## src/rtl/hbi_ram.sv

```systemverilog
module hbi_ram #(
    parameter int WIDTH = 64,
    parameter int DEPTH = 64,
    parameter int ADDR_W = 6
) (
    input  logic              aclk,
    input  logic              wr_en,
    input  logic [ADDR_W-1:0] wr_addr,
    input  logic [WIDTH-1:0]  wr_data,
    input  logic              rd_en,
    input  logic [ADDR_W-1:0] rd_addr,
    output logic [WIDTH-1:0]  rd_data
);

    logic [WIDTH-1:0] mem_reg [DEPTH];
    logic [WIDTH-1:0] rd_data_reg;

    always_ff @(posedge aclk) begin
        if (wr_en) begin
            mem_reg[wr_addr] <= wr_data;
        end
        if (rd_en) begin
            rd_data_reg <= mem_reg[rd_addr];
        end
    end

    assign rd_data = rd_data_reg;

endmodule

```

## config.mk

```make
export PLATFORM = sky130hd
export DESIGN_NAME = hbi_ram
export DESIGN_NICKNAME = d
export VERILOG_FILES = /design/src/rtl/hbi_ram.sv
export SDC_FILE = /design/constraint.sdc
export NUM_CORES = 2
export LEC_CHECK = 0
export ABC_AREA = 1
export BUFFER_PORTS_ARGS = -buffer_cell sky130_fd_sc_hd__buf_2
export CAP_MARGIN = 20
export CORE_MARGIN = 2
export CORE_UTILIZATION = 25
export DETAILED_ROUTE_END_ITERATION = 8
export GPL_ROUTABILITY_DRIVEN = 1
export SETUP_SLACK_MARGIN = 0.05
export SLEW_MARGIN = 25
export SYNTH_ARGS = -nofsm -noshare
export SYNTH_HDL_FRONTEND = slang
export SYNTH_SLANG_ARGS = --single-unit
```

## constraint.sdc

```tcl
create_clock -name aclk -period 16.75 [get_ports aclk]
set_input_delay 3.35 -clock aclk [delete_from_list [all_inputs] [get_ports aclk]]
set_output_delay 3.35 -clock aclk [all_outputs]
set_load 0.05 [all_outputs]
```

**Word level (Yosys, flattened, before mapping)**

Memory sizes are Yosys's and may differ from the RTL's. A register that Yosys moved wholly into a read port is not among the register bits.
Cells that the tools add are included.

- Output and inout port bits: 64
- Memories kept: 1
- Word-level logic and storage cells: 3
- Memory bits (writable): 4096
- Input port bits: 79
- Register bits: 0

Memories:

| memory | depth | bits a word | read ports | clocked after memory_dff | write ports | RTL line | text |
|---|---|---|---|---|---|---|---|
| mem_reg | 64 | 64 | 1 | 1 | 1 | 15 | `logic [WIDTH-1:0] mem_reg [DEPTH];` |

- Mux-type cells: 2

Operator list:

| operator | count |
|---|---|
| $mux 1 | 2 |

**Longest topological paths before layout**

- Word-level depth: 2
- Gate-level depth with buffers: 13
- Depth with buffers taken out: 9

**Least setup slack after synthesis**

OpenSTA, ideal clock, no wires.

- Path kind: input-to-reg
- From: in wr_en
- To: mem mem_reg[48][0], enable pin
- Stages on the path: 3
- Data required time: 16104 ps
- Arrival time: 9986 ps
- Slack: 6118 ps
- Buffers on the path: 1
- Library setup time: 646 ps
- Cells stage by stage: clkbuf_1 -> nand4_1 -> nor4_1

- Cells in the longest elaborated chain, start to end: 2

RTL lines:

| item | RTL line | text |
|---|---|---|
| start, declared | 7 | `input logic wr_en,` |
| $mux 1 | 19 | `if (wr_en) begin` |
| $mux 1 (not written as such) | 20 | `mem_reg[wr_addr] <= wr_data;` |
| end, declared | 15 |  |

Every way passes these cells.

==> impl_metrics.env <==
export IMPL_worst_ep_arrival_time_ps=9090
export IMPL_sequentialPowerShare_pct=53.9
export IMPL_num_vias=109300
export IMPL_setup_ws_ps=8459
export IMPL_initial_core_util_pct=25.06
export IMPL_synth_distinct_cells=15
export IMPL_crit_cells=14
export IMPL_port_buffers=142
export IMPL_placed_area_um2=175700
export IMPL_syn_inst=13410
export IMPL_synthAdderAreaFrac_pct=0
export IMPL_path_common_cell="buf_4"
export IMPL_gr_usage_met3_pct=2.383
export IMPL_violations="DRC"
export IMPL_seq_area_frac_synth_pct=75.28
export IMPL_cp_max_fo=94
export IMPL_die_w_um=818.7
export IMPL_grt_use_total_pct=15.47
export IMPL_power_leakage_nw=63.50
export IMPL_ioPinCount=143
export IMPL_fin_crit_ps=8291
export IMPL_cts_inserted_buffers=377
export IMPL_syn_nets=13480
export IMPL_busiest_layer="met2"
export IMPL_die_area_um2=670300
export IMPL_grt_max_degree=216
export IMPL_h_tree_depth=5
export IMPL_hold_ws_ps=867.4
export IMPL_coreArea_um2=662200
export IMPL_final_setup_viol_count=0
export IMPL_max_stage_delay_ps=920
export IMPL_status="finished, violations left"
export IMPL_insertion_delay_ps=990
export IMPL_grt_first_pass_wirelength_um=764300
export IMPL_combPwrFrac_pct=6.0
export IMPL_cp_top_family="buffers and inverters"
export IMPL_endpoint_kind="flip-flop"
export IMPL_place_ws_ps=7655
export IMPL_synthSimpleGateAreaFrac_pct=21.78
export IMPL_grt_met1_usage_pct=19.47
export IMPL_cts_resized=0
export IMPL_drv_slew=0
export IMPL_finalNetCount=13380
export IMPL_power_density_nw_per_um2=114.2
export IMPL_area_growth_pct=13.23
export IMPL_cp_slowest_cell="buf_4"
export IMPL_synth_top_area_cell="edfxtp_1"
export IMPL_postLayoutCoreUtil_pct=28.38
export IMPL_fin_worst_skew_ps=67.53
export IMPL_synth_compound_area_share_pct=0
export IMPL_clk_pin_slew_ps=70
export IMPL_largest_register_ffs=4096
export IMPL_fp_dieH_um=818.7
export IMPL_worst_pin_slew_ps=1184
export IMPL_internal_power_mw=16.56
export IMPL_grtUsageMet2_pct=26.23
export IMPL_holdPathStages=8
export IMPL_synthMuxAreaShare_pct=0
export IMPL_drv_cap=0
export IMPL_ys_ff_latch=4160
export IMPL_max_slew_margin_rel_pct=21.08
export IMPL_fillers=66930
export IMPL_switching_share_pct=22.83
export IMPL_timing_fmax_mhz=120.6
export IMPL_netlist_area_leader_share_pct=75.28
export IMPL_peakVddDrop_v=0.00008713
export IMPL_crit_chain="buf_12, buf_4, buf_4, buf_4, buf_4, buf_4, nand2_1, nand3_1, nand3_1, nand3_1, nand3_1, nand2_1, nand2_1, nand2_1"
export IMPL_fin_crit_sh_pct=49.50
export IMPL_synth_top_family_by_area="simple AND/OR/NAND/NOR gates"
export IMPL_final_setup_tns_ps=0
export IMPL_drtIter0Drc=13820
export IMPL_clk_path_buf_depth=4
export IMPL_cts_root_buffer="clkbuf_16"
export IMPL_ys_warn_count=0
export IMPL_drtPass1Iterations=9
export IMPL_wl_per_cell_um=24.26
export IMPL_antenna_left=0
export IMPL_worstSetupPathType="input port to flip-flop"
export IMPL_drc=18
export IMPL_totalWireLength_um=542000
export IMPL_critPathBufInv=6
export IMPL_grt_ovfl_total=0
export IMPL_grt_pass1_vias=102000
export IMPL_place_congestion=0.7965
export IMPL_worst_r2r_path_depth=8
export IMPL_p_sw_mw=4.901
export IMPL_rsz0062_at_grt="no"
export IMPL_finalInstanceArea_um2=187900
export IMPL_syn_cell_area_um2=165900
export IMPL_cts_setup_buffers=0
export IMPL_cts_hold_buf=0
export IMPL_viasPerCell=4.891
export IMPL_p_clk_share_pct=40.1
export IMPL_antenna_found_initial=52
export IMPL_start_kind="input port"
export IMPL_hp_class="flip-flop to flip-flop"
export IMPL_row_count=299
export IMPL_dp_hpwl_um=276000
export IMPL_cts_tree="done"
export IMPL_syn_avg_cell_area_um2=12.38
export IMPL_hold_viol=0
export IMPL_synth_xor_area_share_pct=0
export IMPL_cts_sinks=4160
export IMPL_drive_above_1_share_pct=7.318
export IMPL_ys_top_cells_by_area="edfxtp_1 75%, nand3_1 12%, nand2_1 10%"
export IMPL_critPathRequiredTime_ps=17550
-- worst reg2reg max path, cell delays in order, from the launching register on --
cell	delay, ps
edfxtp_1	350
nand2_1	80
nand3_1	90
nand3_1	130
nand3_1	90
nand3_1	180
nand2_1	170
nand2_1	90
nand2_1	470
-- synth_stat cells --
cell type,instances
nor2_1,56
buf_4,134
edfxtp_1,4160
nand4_1,9
clkbuf_1,147
nand3_1,3847
inv_2,2
nor4_1,8
buf_8,3
nand2_1,4416
inv_4,2
buf_6,40
inv_1,8
buf_2,501
buf_1,72
-- logic make-up after synthesis --
family                 Yosys count
buffers and inverters          909
flip-flops                    4160
AND/OR/NAND/NOR               8336
-- cell type report --
type	count	area (um^2)	area share, %
diodes	35	87.58	0.04661
well taps	8729	10920	5.812
clock inverters	207	1991	1.059
inverters	12	105.1	0.05593
clock buffers	457	9862	5.248
repair buffers	411	3398	1.809
flip-flops and latches	4160	124900	66.48
multi-input cells	8336	36620	19.49
-- placed cells by master, fill, tap and decap left out, types with 15 or more instances in the layout --
master	count
nand2_1	4416
edfxtp_1	4160
nand3_1	3847
clkbuf_16	383
buf_4	282
buf_2	88
clkinv_1	77
clkbuf_1	74
clkinv_2	62
nor2_4	56
diode_2	35
bufinv_16	35
buf_12	23
clkinvlp_4	15
-- power groups by stage --
stage | Clock [mW] | Combinational (mW) | Sequential [mW]
after floorplan | 0 | 0.712 | 11.8
after global placement | 0 | 1.26 | 11.8
after detailed placement | 0 | 1.28 | 11.8
after CTS | 8.69 | 1.28 | 11.6
after global routing | 9.06 | 1.40 | 11.6
final | 8.60 | 1.29 | 11.6
-- worst paths after layout --
check / start / endpoint / slack (ps)
worst max-delay path: rd_addr[0] / rd_data[11] / 8460
worst min-delay path: mem_reg[44][13] / rd_data[13] / 870
worst max register to register: mem_reg[33][21] / rd_data[21] / 14650
worst min register to register: mem_reg[44][13] / rd_data[13] / 870
-- metal layers --
layer | vias to the layer above | share of wire, %
met5 | - | 0.023
met4 | 18 | 5.0
met3 | 1150 | 8.2
met2 | 5398 | 48
met1 | 55070 | 38
li1 | 47670 | -
-- stage by stage --
step / cells / power (mW)
finish: 22350 / 21.46
global route: 22330 / 22.03
CTS: 22300 / 21.55
detailed placement: 21640 / 13.08
global placement: 21630 / 13.07
floorplan: 13410 / 12.55
Power figures use the tool's default switching activity.
